--- src/rtl/bwq_pkg.sv ---
`default_nettype none
package bwq_pkg;

   localparam logic [1:0] FUNC_GRID   = 2'd0;
   localparam logic [1:0] FUNC_WEIGHT = 2'd1;
   localparam logic [1:0] FUNC_BAND   = 2'd2;
   localparam logic [1:0] FUNC_SAMPLE = 2'd3;

   localparam logic [1:0] CSR_METHOD     = 2'd0;
   localparam logic [1:0] CSR_GRID_LEN   = 2'd1;
   localparam logic [1:0] CSR_FILTER_CNT = 2'd2;

   localparam logic [1:0] STATUS_OK       = 2'd0;
   localparam logic [1:0] STATUS_INACTIVE = 2'd1;
   localparam logic [1:0] STATUS_SAT      = 2'd2;

   localparam int QUEUE_DEPTH = 4;

   localparam int DIVIDEND_W = 63;
   localparam int DIVISOR_W  = 32;

   localparam int DIV3_W    = 35;
   localparam int DIV3_STEP = 7;
   localparam int DIV3_ITER = DIV3_W / DIV3_STEP;
   localparam logic [DIV3_W-1:0] DIV3_BIAS   = 35'd25769803776;
   localparam logic [DIV3_W-1:0] DIV3_OFFSET = 35'd8589934592;

   localparam logic signed [31:0] FLUX_MAX = 32'sh7FFF_FFFF;
   localparam logic signed [31:0] FLUX_MIN = 32'sh8000_0000;

   typedef enum logic [1:0] {
      OP_GRID,
      OP_WEIGHT,
      OP_BAND,
      OP_SAMPLE
   } op_type;

   typedef struct packed {
      op_type             op;
      logic               write;
      logic               trigger;
      logic [9:0]         sample_index;
      logic [3:0]         filter_number;
      logic signed [31:0] data_value;
      logic [10:0]        band_first;
      logic [10:0]        band_stop;
   } cmd_type;

   typedef struct packed {
      logic        method;
      logic [10:0] grid_length;
      logic [4:0]  filter_count;
   } cfg_type;

   typedef struct packed {
      logic                  start;
      logic [DIVIDEND_W-1:0] num;
      logic [DIVISOR_W-1:0]  den;
   } div_req_type;

   typedef struct packed {
      logic                  busy;
      logic                  done;
      logic [DIVIDEND_W-1:0] quot;
   } div_rsp_type;

   typedef enum logic [3:0] {
      BK_IDLE,
      BK_BAND,
      BK_CHECK,
      BK_READ,
      BK_MUL,
      BK_SAMPLE,
      BK_DIV3,
      BK_TERM,
      BK_ACC,
      BK_NORM,
      BK_NWAIT,
      BK_EMIT
   } back_state_type;

endpackage
`default_nettype wire

--- src/rtl/bwq_queue.sv ---
`default_nettype none
module bwq_queue (
   input  logic             clock,
   input  logic             reset,
   input  logic             push,
   input  bwq_pkg::cmd_type push_cmd,
   input  logic             pop,
   output bwq_pkg::cmd_type head,
   output logic             empty,
   output logic             full
);
   import bwq_pkg::*;

   localparam int PW = $clog2(QUEUE_DEPTH);

   cmd_type       slot_ff [QUEUE_DEPTH];
   logic [PW-1:0] wr_ff, wr_in;
   logic [PW-1:0] rd_ff, rd_in;
   logic [PW:0]   count_ff, count_in;

   assign head  = slot_ff[rd_ff];
   assign empty = count_ff == '0;
   assign full  = count_ff == (PW+1)'(QUEUE_DEPTH);

   always_comb begin
      wr_in    = push ? wr_ff + 1'b1 : wr_ff;
      rd_in    = pop ? rd_ff + 1'b1 : rd_ff;
      count_in = count_ff + (PW+1)'(push) - (PW+1)'(pop);
   end

   always_ff @(posedge clock) begin
      if (reset) begin
         wr_ff    <= '0;
         rd_ff    <= '0;
         count_ff <= '0;
      end else begin
         wr_ff    <= wr_in;
         rd_ff    <= rd_in;
         count_ff <= count_in;
      end
   end

   always_ff @(posedge clock) begin
      if (push) begin
         slot_ff[wr_ff] <= push_cmd;
      end
   end

   a_no_overfill: assert property (@(posedge clock) disable iff (reset)
      count_ff <= (PW+1)'(QUEUE_DEPTH))
      else $error("queue count beyond depth");

   a_no_push_full: assert property (@(posedge clock) disable iff (reset)
      full && !pop |-> !push)
      else $error("push into full queue");

endmodule
`default_nettype wire

--- config.mk ---
export PLATFORM = sky130hd
export DESIGN_NAME = bwq_queue
export DESIGN_NICKNAME = d
export VERILOG_FILES = /design/src/rtl/bwq_pkg.sv /design/src/rtl/bwq_queue.sv
export SDC_FILE = /design/constraint.sdc
export NUM_CORES = 1
export LEC_CHECK = 0
export BUFFER_PORTS_ARGS = -buffer_cell sky130_fd_sc_hd__buf_2
export CORE_MARGIN = 10
export CORE_UTILIZATION = 27
export CTS_CLUSTER_SIZE = 40
export DETAILED_ROUTE_END_ITERATION = 8
export REMOVE_ABC_BUFFERS = 1
export SLEW_MARGIN = 20
export SYNTH_ARGS = -nofsm -noshare
export SYNTH_HDL_FRONTEND = slang
export SYNTH_SLANG_ARGS = --single-unit
--- constraint.sdc ---
create_clock -name clock -period 4.3 [get_ports clock]
set_input_delay 0.215 -clock clock [delete_from_list [all_inputs] [get_ports clock]]
set_output_delay 0.215 -clock clock [all_outputs]
set_load 0.02 [all_outputs]
# Yosys cells after proc, flatten, opt, wreduce, memory -nomap -nowiden
# Memories as Yosys holds them, arrays and structs flattened. A register that Yosys moved wholly into a read port is not among the register bits.
# Index checks and enable logic that the tools add are counted.
# op_classes
eq_ne,1
muxes,4
reduce_logical,1
addsub,4
# ops
op,count
2-bit by 1-bit adder with 2-bit output (second input constant),2
2-bit 2-to-1 mux,2
3-bit by 1-bit adder with 3-bit output,1
3-bit == test (second input constant),1
3-bit zero test,1
3-bit by 1-bit subtractor with 3-bit output,1
1-bit 2-to-1 mux,2
# word_totals
wordCells,14
memories,1
reg_bits,7
ramBits,288
# mem_list
name,words,word_bits,read_ports,rd_clocked_by_memory_dff,wr,line,source
slot_ff,4,72,1,1,1,bwq_queue.sv:16,cmd_type slot_ff [QUEUE_DEPTH];

# Depth between registers and ports, before layout
# depth
word_depth,3
depth_mapped,7

# Worst setup path before layout
# Ideal clock, no wire load.
# synth_path
kind,register -> register
start,register wr_ff[0]
end,"memory slot_ff[0][0] in the netlist's numbering, enable pin"
synth_period_minus_slack_ps,2665
slack_ps,1635
path_stages_with_launch,4
arrival_time_ps,2227
t_required_ps,3862
cell_sequence,dfxtp_1 > inv_1 > ha_1 > and2_1
# synth_rtl
item,line,source
start: declaration,bwq_queue.sv:17,"logic [PW-1:0] wr_ff, wr_in;"
start signal: assignment,bwq_queue.sv:37,wr_ff <= wr_in;
end: declaration,bwq_queue.sv:16,
# No word-level cell before the write port.

==> parameters.txt <==
Parameter                              Value

Critical path
  Worst setup SP type    flip-flop
  Crit path largest cell delay    0.90 ns
  Buffers plus inverters on the worst setup path    2
  List of cells traversed by the critical path    buf_12 > mux4_2 > buf_2
  Worst-path maximum fanout    39
  Reg-to-reg setup timing slack    2.19 ns
  Count of cells along the worst register-to-register path    4
  Critical path capture point type    output port
  Critical R2R Launch    wr_ff[0]
  Slowest-stage cell, CP    sky130_fd_sc_hd__dfxtp_4
  Worst EP arrival    2.61 ns
  WS Path Type    reg -> out
  Data required time at the worst endpoint    4.09 ns
  Reg-to-reg endpoint    slot_ff[0][6]
  Cell family with most CP delay    flip-flops

Power
  Highest ir drop seen on vdd    0.372 mV
  Cell area power density    490 nW/um2
  Standby leakage power    4.73 nW

Timing
  Final cycle utilization of the critical path    65.8%
  Final worst-path setup slack    1.47 ns
  Worst Skew    0.0119 ns
  Setup repair after global routing missed its margin    false
  Worst Tran Pin Value    0.921 ns
  Final Hold Violating Endpoints    0
  Final max-slew violation count    0
  Final total negative setup slack    0 ns
  Peak Freq    0.354 GHz
  Final-report setup violation count    0
  Post-route minimum period    2.83 ns
  Worst relative slew slack    38.6%

Drt
  Vias per cell    4.20
  Detailed Route WL    21.6 mm
  Number of vias in the routed layout    5099
  Drt wl/cell    17.8 um
  Drt drc    0
  Remaining number of nets flagged by the antenna check after routing    0
  First-pass iteration count of the detailed router    4
  Drt first-iter violations    328

Final layout
  Commonest non-fill, non-tap cell in the layout    sky130_fd_sc_hd__edfxtp_1
  Number of filler instances in the final layout    3728
  Highest-count cells in the layout ignoring fill and taps    sky130_fd_sc_hd__edfxtp_1 (288), sky130_fd_sc_hd__buf_2 (149), sky130_fd_sc_hd__dlygate4sd3_1 (75)
  Final instance count without filler cells    1215
  Share of the core filled with cells in the final layout    35.2%
  Net count, final    748
  Layout overhead on the synthesized area    28.5%
  Layout cells sized above 1    40.6%
  Design Area, Final    14000 um2

Die
  Placement Rows    73
  Horiz. Die Dim    221 um
  Number of top-level design ports    150
  Initial core utilization    27.4%
  Area of the core    39800 um2
  Die height    221 um
  Area enclosed by the die boundary    48800 um2

Clocking
  Worst-Skew Late Latency    0.55 ns
  Number of sinks handled by clock tree synthesis    297
  Maximum buffer depth of the clock tree    3
  Root Buffer    sky130_fd_sc_hd__clkbuf_16
  H-tree depth    1
  Clock tree from TritonCTS    yes
  CTS buffer count    31
  Clock slew at reported path FFs    0.06 ns

Synthesis
  Synth unique cells    22
  Ys Warns    0
  Cells taking the most area after synthesis    sky130_fd_sc_hd__edfxtp_1 (79%), sky130_fd_sc_hd__mux4_2 (14%), sky130_fd_sc_hd__dfxtp_1 (1.7%)
  Yosys top cell area share    79.3%
  Cell type contributing the most total cell area after synthesis    sky130_fd_sc_hd__edfxtp_1
  Mapped cell area    10900 um2
  Syn avg cell area    26.1 um2
  Number of register bits inferred by synthesis    297
  Gate count after technology mapping    418
  Portion of the post-synthesis area used by sequential elements    80.9%

Global route
  Vias in the first global route    5806
  Initial antenna violation count    1
  All-Layer GR Usage    8.72%
  Wire length of the first global-routing pass    34.4 mm
  Pin count of the biggest net entering global routing    58
  Total congestion overflow    0

Placed design
  Number of port buffers    149
  Weighted congestion at the end of routability-driven global placement    0.690
  Post-detailed-placement cell area    12200 um2
  Placed Instances    1082
  Placed wire-length estimate    13.1 mm
  Post-placement setup slack    1.95 ns

Hold path
  Hold Path Origin    push
  Min-Delay Path Depth    3
  Worst Hold Class    in -> reg
  Worst-case hold path end point    wr_ff[0]

Job
  Maximum capacitance violations    0

Outcome
  Run status    finished clean
==> sequential cells by signal, summed over array words and instances, names as in the netlist, named ones only <==
signal and count:
slot_ff 288, count_ff 3, rd_ff 2, wr_ff 2
==> metrics by stage <==
stage / hold slack (ns) / power, mW
CTS: 0.00322 / 6.97
global route: 0.0571 / 7.14
finish: 0.0309 / 6.86
floorplan: 0.287 / 3.87
global placement: 0.430 / 4.13
detailed placement: 0.432 / 4.14
==> cell type report <==
cell class	instances	area [um2]	area share (%)
clock inverters	23	267	1.90
repair buffers	230	1550	11.1
flip-flops and latches	297	8840	63.1
diodes	1	2.50	0.0179
well taps	525	657	4.69
multi-input cells	99	1880	13.4
clock buffers	34	797	5.69
inverters	6	22.5	0.161
==> cells by family after synthesis <==
kind of cell / share of synthesized area, %
AO/OA/AOI/OAI: 0.138
XOR/XNOR: 0.379
adder cells (fa/ha/maj): 0.872
buffers and inverters: 1.95
flip-flops: 80.9
multiplexers: 15.0
AND/OR/NAND/NOR: 0.688
==> worst max-delay path by stage <==
stage	start	end	slack, ns	depth (start not counted)
floorplan	flip-flop	head[68]	0.22	1
detailed placement	flip-flop	head[34]	1.95	3
finish	flip-flop	head[12]	1.47	3
global route	flip-flop	head[34]	1.25	3
CTS	flip-flop	head[48]	1.35	3
global placement	flip-flop	head[12]	1.97	3
==> tightest hold or removal path, delay by kind of cell <==
family                 cells  cell delay (ns)
XOR/XNOR                   1             0.09
buffers and inverters      1             0.17
AND/OR/NAND/NOR            1             0.07
==> power by group <==
group	switching, mW	internal [mW]
Clock	1.06	1.69
Sequential	0.0715	3.33
Combinational	0.387	0.326
==> metal layers <==
metal | part of all wire (%) | wire length (um) | GRT usage, %
met4 | 2.2 | 486 | 2.73
met3 | 6.0 | 1310 | 2.31
met5 | 0 | 0 | 0
met1 | 44 | 9440 | 11.2
met2 | 48 | 10400 | 14.2
==> Yosys cell counts <==
cell type                  instances
sky130_fd_sc_hd__dfxtp_1           9
sky130_fd_sc_hd__mux2i_1           1
sky130_fd_sc_hd__clkbuf_1          1
sky130_fd_sc_hd__mux4_1            2
sky130_fd_sc_hd__a21oi_1           1
sky130_fd_sc_hd__inv_1             6
sky130_fd_sc_hd__edfxtp_1        288
sky130_fd_sc_hd__buf_2             7
sky130_fd_sc_hd__xor3_1            1
sky130_fd_sc_hd__fa_1              1
sky130_fd_sc_hd__xnor2_1           2
sky130_fd_sc_hd__a21bo_2           1
sky130_fd_sc_hd__and2_1            4
sky130_fd_sc_hd__nor3_1            1
sky130_fd_sc_hd__and3_1            1
sky130_fd_sc_hd__buf_6             1
sky130_fd_sc_hd__ha_1              6
sky130_fd_sc_hd__nor2_1            5
sky130_fd_sc_hd__nand3b_1          1
sky130_fd_sc_hd__nor2b_1           2
sky130_fd_sc_hd__mux4_2           70
sky130_fd_sc_hd__buf_12            7
==> what timing repair did <==
item                       4_1_cts  5_1_grt
setup endpoints to repair        0        0
buffers inserted                 0        0
gates resized for setup          0        0
hold buffers                    75        0
hold endpoints to repair       297        0
No activity file was read; power rests on OpenSTA's default activity.
