## src/rtl/bwq_pkg.sv

```systemverilog
`default_nettype none
package bwq_pkg;

   localparam logic [1:0] FUNC_GRID   = 2'd0;
   localparam logic [1:0] FUNC_WEIGHT = 2'd1;
   localparam logic [1:0] FUNC_BAND   = 2'd2;
   localparam logic [1:0] FUNC_SAMPLE = 2'd3;

   localparam logic [1:0] CSR_METHOD     = 2'd0;
   localparam logic [1:0] CSR_GRID_LEN   = 2'd1;
   localparam logic [1:0] CSR_FILTER_CNT = 2'd2;

   localparam logic [1:0] STATUS_OK       = 2'd0;
   localparam logic [1:0] STATUS_INACTIVE = 2'd1;
   localparam logic [1:0] STATUS_SAT      = 2'd2;

   localparam int QUEUE_DEPTH = 4;

   localparam int DIVIDEND_W = 63;
   localparam int DIVISOR_W  = 32;

   localparam int DIV3_W    = 35;
   localparam int DIV3_STEP = 7;
   localparam int DIV3_ITER = DIV3_W / DIV3_STEP;
   localparam logic [DIV3_W-1:0] DIV3_BIAS   = 35'd25769803776;
   localparam logic [DIV3_W-1:0] DIV3_OFFSET = 35'd8589934592;

   localparam logic signed [31:0] FLUX_MAX = 32'sh7FFF_FFFF;
   localparam logic signed [31:0] FLUX_MIN = 32'sh8000_0000;

   typedef enum logic [1:0] {
      OP_GRID,
      OP_WEIGHT,
      OP_BAND,
      OP_SAMPLE
   } op_type;

   typedef struct packed {
      op_type             op;
      logic               write;
      logic               trigger;
      logic [9:0]         sample_index;
      logic [3:0]         filter_number;
      logic signed [31:0] data_value;
      logic [10:0]        band_first;
      logic [10:0]        band_stop;
   } cmd_type;

   typedef struct packed {
      logic        method;
      logic [10:0] grid_length;
      logic [4:0]  filter_count;
   } cfg_type;

   typedef struct packed {
      logic                  start;
      logic [DIVIDEND_W-1:0] num;
      logic [DIVISOR_W-1:0]  den;
   } div_req_type;

   typedef struct packed {
      logic                  busy;
      logic                  done;
      logic [DIVIDEND_W-1:0] quot;
   } div_rsp_type;

   typedef enum logic [3:0] {
      BK_IDLE,
      BK_BAND,
      BK_CHECK,
      BK_READ,
      BK_MUL,
      BK_SAMPLE,
      BK_DIV3,
      BK_TERM,
      BK_ACC,
      BK_NORM,
      BK_NWAIT,
      BK_EMIT
   } back_state_type;

endpackage
`default_nettype wire

```

## src/rtl/bwq_div.sv

```systemverilog
`default_nettype none
module bwq_div (
   input  logic                 clock,
   input  logic                 reset,
   input  bwq_pkg::div_req_type req,
   output bwq_pkg::div_rsp_type rsp
);
   import bwq_pkg::*;

   localparam int CW = $clog2(DIVIDEND_W + 1);

   logic                  busy_ff, busy_in;
   logic                  done_ff, done_in;
   logic [CW-1:0]         cnt_ff, cnt_in;
   logic [DIVIDEND_W-1:0] num_ff, num_in;
   logic [DIVISOR_W-1:0]  rem_ff, rem_in;
   logic [DIVISOR_W-1:0]  den_ff, den_in;
   logic [DIVISOR_W:0]    trial;

   assign rsp.busy = busy_ff;
   assign rsp.done = done_ff;
   assign rsp.quot = num_ff;

   // restoring division, one quotient bit per cycle
   always_comb begin
      busy_in = busy_ff;
      done_in = 1'b0;
      cnt_in  = cnt_ff;
      num_in  = num_ff;
      rem_in  = rem_ff;
      den_in  = den_ff;
      trial   = {rem_ff, num_ff[DIVIDEND_W-1]};
      if (req.start) begin
         busy_in = 1'b1;
         cnt_in  = CW'(DIVIDEND_W);
         num_in  = req.num;
         rem_in  = '0;
         den_in  = req.den;
      end else if (busy_ff) begin
         if (trial >= {1'b0, den_ff}) begin
            rem_in = DIVISOR_W'(trial - {1'b0, den_ff});
            num_in = {num_ff[DIVIDEND_W-2:0], 1'b1};
         end else begin
            rem_in = trial[DIVISOR_W-1:0];
            num_in = {num_ff[DIVIDEND_W-2:0], 1'b0};
         end
         cnt_in = cnt_ff - 1'b1;
         if (cnt_ff == CW'(1)) begin
            busy_in = 1'b0;
            done_in = 1'b1;
         end
      end
   end

   always_ff @(posedge clock) begin
      if (reset) begin
         busy_ff <= 1'b0;
         done_ff <= 1'b0;
      end else begin
         busy_ff <= busy_in;
         done_ff <= done_in;
      end
   end

   always_ff @(posedge clock) begin
      cnt_ff <= cnt_in;
      num_ff <= num_in;
      rem_ff <= rem_in;
      den_ff <= den_in;
   end

   a_start_idle: assert property (@(posedge clock) disable iff (reset)
      req.start |-> !busy_ff)
      else $error("divider restarted while busy");

endmodule
`default_nettype wire

```

## config.mk

```make
export PLATFORM = sky130hd
export DESIGN_NAME = bwq_div
export DESIGN_NICKNAME = d
export VERILOG_FILES = /design/src/rtl/bwq_pkg.sv /design/src/rtl/bwq_div.sv
export SDC_FILE = /design/constraint.sdc
export NUM_CORES = 1
export LEC_CHECK = 0
export BUFFER_PORTS_ARGS = -buffer_cell sky130_fd_sc_hd__buf_2
export CORE_MARGIN = 2
export CORE_UTILIZATION = 35
export CTS_BUF_LIST = sky130_fd_sc_hd__clkbuf_4 sky130_fd_sc_hd__clkbuf_8 sky130_fd_sc_hd__clkbuf_16
export DETAILED_ROUTE_END_ITERATION = 16
export SYNTH_ARGS = -nofsm -noshare
export SYNTH_HDL_FRONTEND = slang
export SYNTH_SLANG_ARGS = --single-unit
export TNS_END_PERCENT = 20
```

## constraint.sdc

```tcl
create_clock -name clock -period 3.6 [get_ports clock]
set_input_delay 0.72 -clock clock [delete_from_list [all_inputs] [get_ports clock]]
set_output_delay 0.72 -clock clock [all_outputs]
set_load 0.01 [all_outputs]
```

======== Word-level counts from Yosys, hierarchy flattened ========
Cells that the tools add are included.
word-level totals
  logic and storage cells ................. 21
  flip-flop bits (word level) ............. 135
  output and inout port bits .............. 65
cells by class
  reduce and logical (&&, ||, !) cells .... 2
  mux-type cells .......................... 8
  eq/ne operators ......................... 1
  magnitude comparators ................... 1
  add/subtract/negate cells ............... 2
  bitwise logic cells ..................... 1
operator list
  kind                   count
  $mux W63               2
  $ge A33 B32 Y1         1
  $mux W32               1
  $sub A32 B32 Y32       1
  $eq A6 B1 Y1 const B   1
  $sub A6 B1 Y6 const B  1
  $mux W1                5
  $reduce_or A3 Y1       1
  $reduce_bool A2 Y1     1
  $not A1 Y1             1

======== Depth between registers and ports, before layout ========
  depth in word-level cells ............... 4
  depth in mapped cells ................... 13
  gate-level depth less buffers ........... 12

======== Worst setup path before layout ========
OpenSTA, ideal clock, no wires.
  path kind ............................... in2reg
  start ................................... input req[95] (netlist bit)
  end ..................................... register num_ff[0], enable pin
  path buffers ............................ 1
  cell stages on the path ................. 3
  path slack .............................. 0.840 ns
  data required time ...................... 3.182 ns
  arrival ................................. 2.342 ns
  cells stage by stage .................... clkbuf_1 > nor2_1 > inv_1
between the ends
  cells in the longest elaborated chain, start to end .. 1
RTL lines
  what                          RTL line       RTL
  start, declared               bwq_div.sv:5   input bwq_pkg::div_req_type req,
  $reduce_bool A2 Y1 (no line)  n/a
  end signal, assigned          bwq_div.sv:67  num_ff <= num_in;
  end, declared                 bwq_div.sv:15  logic [DIVIDEND_W-1:0] num_ff, num_in;
Every way passes these cells.
A chain may end at the register's enable or synchronous reset.

======== Final worst setup path ========
  start ................................... register num_ff[62]
  end ..................................... register rem_ff[24]
between the ends
  cells in the longest elaborated chain, start to end .. 2
RTL lines
  what                                                RTL line                      RTL
  $sub A32 B32 Y32 or $ge A33 B32 Y1 (tied branches)  bwq_div.sv:41, bwq_div.sv:40
  $mux W32 *                                          bwq_div.sv:40                 if (trial >= {1'b0, den_ff}) begin
  end signal, assigned                                bwq_div.sv:68                 rem_ff <= rem_in;
  end, declared                                       bwq_div.sv:16                 logic [DIVISOR_W-1:0] rem_ff, rem_in;
Mark *: on every way between the ends. The rest lies on a longest branch, timed or not.

==> flow_metrics.env <==
export IMPL_yosys_area_top_type="edfxtp_1"
export IMPL_synth_edf_count=95
export IMPL_ys_seq_elements=135
export IMPL_antenna_found_initial=0
export IMPL_core_area_um2=20400
export IMPL_cp_slowest_cell="edfxtp_1"
export IMPL_grt_pass1_wl_um=27200
export IMPL_drt_total_wl_um=16700
export IMPL_clock_fmax_ghz=0.333
export IMPL_synth_simple_gate_area_share_pct=8.72
export IMPL_ff2ff_setup_slack_ns=0.59
export IMPL_clkPwrFrac_pct=40.5
export IMPL_min_path_cells=1
export IMPL_async_reset_ff_share_pct=0
export IMPL_final_area_um2=8940
export IMPL_start_util_pct=35.9
export IMPL_rr_worst_depth=12
export IMPL_synthDistinctLibCells=60
export IMPL_hold_buffers=0
export IMPL_post_cts_setup_buffer_count=0
export IMPL_synth_compound_area_share_pct=12.8
export IMPL_clock_latency_ns=0.43
export IMPL_setup_viol=0
export IMPL_rsz0062_at_grt="no"
export IMPL_cts_tree="yes"
export IMPL_syn_inst=645
export IMPL_worst_pin_slew_ns=0.853
export IMPL_clk_pin_slew_worst_paths_ns=0.07
export IMPL_slew_violations=0
export IMPL_ff_latch_area_um2=3650
export IMPL_crit_fanout=3
export IMPL_fillers=1960
export IMPL_vdd_drop_max_uv=301
export IMPL_switching_share_pct=28.5
export IMPL_die_h_um=149
export IMPL_final_util_pct=43.9
export IMPL_start_kind="flop"
export IMPL_synth_area_leaders="edfxtp_1 39%, dfxtp_1 11%, mux2_2 9.5%"
export IMPL_grt_ovfl_total=0
export IMPL_p_sw_mw=1.29
export IMPL_cp_depth=12
export IMPL_arrival_ns=3.34
export IMPL_port_buffers=162
export IMPL_grt_pass1_vias=5415
export IMPL_areaGrowthSynthToFinish_pct=22.1
export IMPL_grt_max_degree=65
export IMPL_status="complete, no violations"
export IMPL_vias_per_cell=4.89
export IMPL_fin_cells=1079
export IMPL_worst_slack_ns=0.593
export IMPL_synth_top_area_share_pct=39.0
export IMPL_p_int_mw=3.24
export IMPL_rr_endpoint="rem_ff[24]"
export IMPL_syn_area_per_cell_um2=11.3
export IMPL_cts_htree_levels=4
export IMPL_period_share_pct=83.5
export IMPL_syn_num_nets=778
export IMPL_cp_top_family="compound AO/OA/AOI/OAI gates"
export IMPL_cap_violations=0
export IMPL_place_area_um2=8310
export IMPL_fin_crit_ns=3.01
export IMPL_cp_required_ns=3.93
export IMPL_synthAdderAreaFrac_pct=6.09
export IMPL_vias=5272
export IMPL_io_pins=163
export IMPL_hpwl_um=12000
export IMPL_synth_top_family_by_area="multiplexers"
export IMPL_detail_route_iter0_violations=229
export IMPL_synth_seq_area_share_pct=49.9
export IMPL_final_common_cell="buf_2"
export IMPL_cp_common_cell="o21ai_1"
export IMPL_dieArea_um2=22100
export IMPL_drc=0
export IMPL_yosys_area_share_xor_xnor_pct=3.95
export IMPL_ant_nets=0
export IMPL_skew_ns=0.0126
export IMPL_critPathKind="reg -> reg"
export IMPL_gr_usage_met3_pct=5.74
export IMPL_multi_input_area_um2=3290
export IMPL_min_from="req[7]"
export IMPL_clock_path_buffers=2
export IMPL_grt_use_met1_pct=19.2
export IMPL_path_cells="inv_1, ha_1, fa_1, nand2b_1, a21oi_1, o21ai_1, a31oi_2, a221oi_2, o21ai_1, xor2_1, mux2i_1, a211oi_1"
export IMPL_synth_ff_type="edfxtp_1"
export IMPL_clock_sinks=135
export IMPL_synthMuxAreaShare_pct=13.4
export IMPL_netlist_area_um2=7320
export IMPL_numCtsBuffers=17
export IMPL_final_layout_size_suffix_gt1_share_pct=35.0
export IMPL_relSlewSlack_pct=43.2
export IMPL_reg2reg_from="num_ff[62]"
export IMPL_grt_use_total_pct=15.6
export IMPL_root_buffer="clkbuf_16"
export IMPL_top_usage_layer="met2"
export IMPL_dp_slack_ns=0.630
export IMPL_p_comb_share_pct=17.9
export IMPL_diodes=0
export IMPL_yosysWarnings=0
export IMPL_final_cell_mix="161 x buf_2, 95 x edfxtp_1, 62 x mux2_2"
export IMPL_cp_end_kind="flop"
export IMPL_leakage_nw=3.91
export IMPL_dr_pass1_iters=4
export IMPL_setup_tns_ns=0
export IMPL_die_width_um=149
export IMPL_pwr_share_seq_pct=41.6
export IMPL_post_cts_resized=0
export IMPL_nets=929
export IMPL_met2_usage_pct=25.6
export IMPL_dp_cells=1047
export IMPL_hold_viol=0
export IMPL_min_path_type="in -> reg"
export IMPL_rows=52
export IMPL_min_to="den_ff[7]"
export IMPL_wl_per_cell_um=15.5
export IMPL_gp_congestion=0.807
export IMPL_p_per_area_nw_per_um2=508
export IMPL_crit_buf_inv=1
export IMPL_max_stage_delay_ns=0.43
==> worst max path at each step <==
stage / startpoint / end / slack (ns)
floorplan: req[95] / num_ff[0] / 0.84
global placement: num_ff[62] / rem_ff[24] / 0.61
detailed placement: num_ff[62] / rem_ff[24] / 0.63
CTS: num_ff[62] / rem_ff[24] / 0.59
global route: num_ff[62] / rem_ff[24] / 0.42
finish: num_ff[62] / rem_ff[24] / 0.59
==> synth_stat cells, types with 8 or more instances <==
library cell  count
edfxtp_1         95
mux2_2           62
inv_1            46
nand2_1          41
dfxtp_1          40
nor2_1           38
ha_1             34
a21oi_1          33
mux2i_1          28
xnor2_1          21
clkbuf_1         18
o21ai_0          17
o21ai_1          17
a211oi_1         16
xor2_1           12
a21o_1           11
buf_2            11
nand2b_1         10
nor3_1           10
nand3_1           8
==> registers in the layout (all words and copies together), names as in the netlist <==
signal / cells
cnt_ff: 6
busy_ff: 1
num_ff: 63
done_ff: 1
rem_ff: 32
den_ff: 32
==> cell type report <==
| type | instances | area share [%] |
|---|---|---|
| sequential | 135 | 40.9 |
| multi-input combinational | 428 | 36.8 |
| timing repair buffer | 168 | 9.61 |
| clock buffer | 17 | 4.76 |
| tap | 270 | 3.78 |
| clock inverter | 15 | 2.27 |
| inverter | 46 | 1.93 |
==> worst register-to-register path: stages, from the launching register on <==
cell	delay (ns)
edfxtp_1	0.43
inv_1	0.07
ha_1	0.22
fa_1	0.39
nand2b_1	0.18
a21oi_1	0.27
o21ai_1	0.17
a31oi_2	0.34
a221oi_2	0.16
o21ai_1	0.20
xor2_1	0.16
mux2i_1	0.09
a211oi_1	0.25
==> cells by family (layout without fill, tap and decap cells) <==
kind of cell,after synthesis,count (layout)
muxes,90,90
DFF,135,135
buffers and inverters,82,246
xor gates and xnor gates,33,33
and+or+nand+nor,131,131
adders and majority gates,35,35
AOI/OAI and AO/OA,139,139
==> through the flow <==
step | power (mW) | hold slack, ns
floorplan | 2.49 | 0.444
CTS | 4.60 | 0.441
global placement | 2.73 | 0.459
detailed placement | 2.73 | 0.467
global route | 4.76 | 0.441
finish | 4.54 | 0.467
==> power groups by stage <==
stage          sequential, mW  clock, mW  combinational (mW)
6_report                 1.89       1.84               0.810
5_1_grt                  1.91       1.95               0.902
4_1_cts                  1.89       1.89               0.815
3_5_place_dp             1.92          0               0.813
3_3_place_gp             1.92          0               0.811
2_1_floorplan            1.95          0               0.546
==> routing by layer <==
layer / wire length (µm) / vias to the layer above / part of all wire [%]
met5: 0 / - / 0
met4: 168 / 0 / 1.0
met3: 1220 / 13 / 7.3
met2: 7900 / 145 / 47
met1: 7460 / 2459 / 45
li1: - / 2655 / -
No activity file was read; power rests on OpenSTA's default activity.
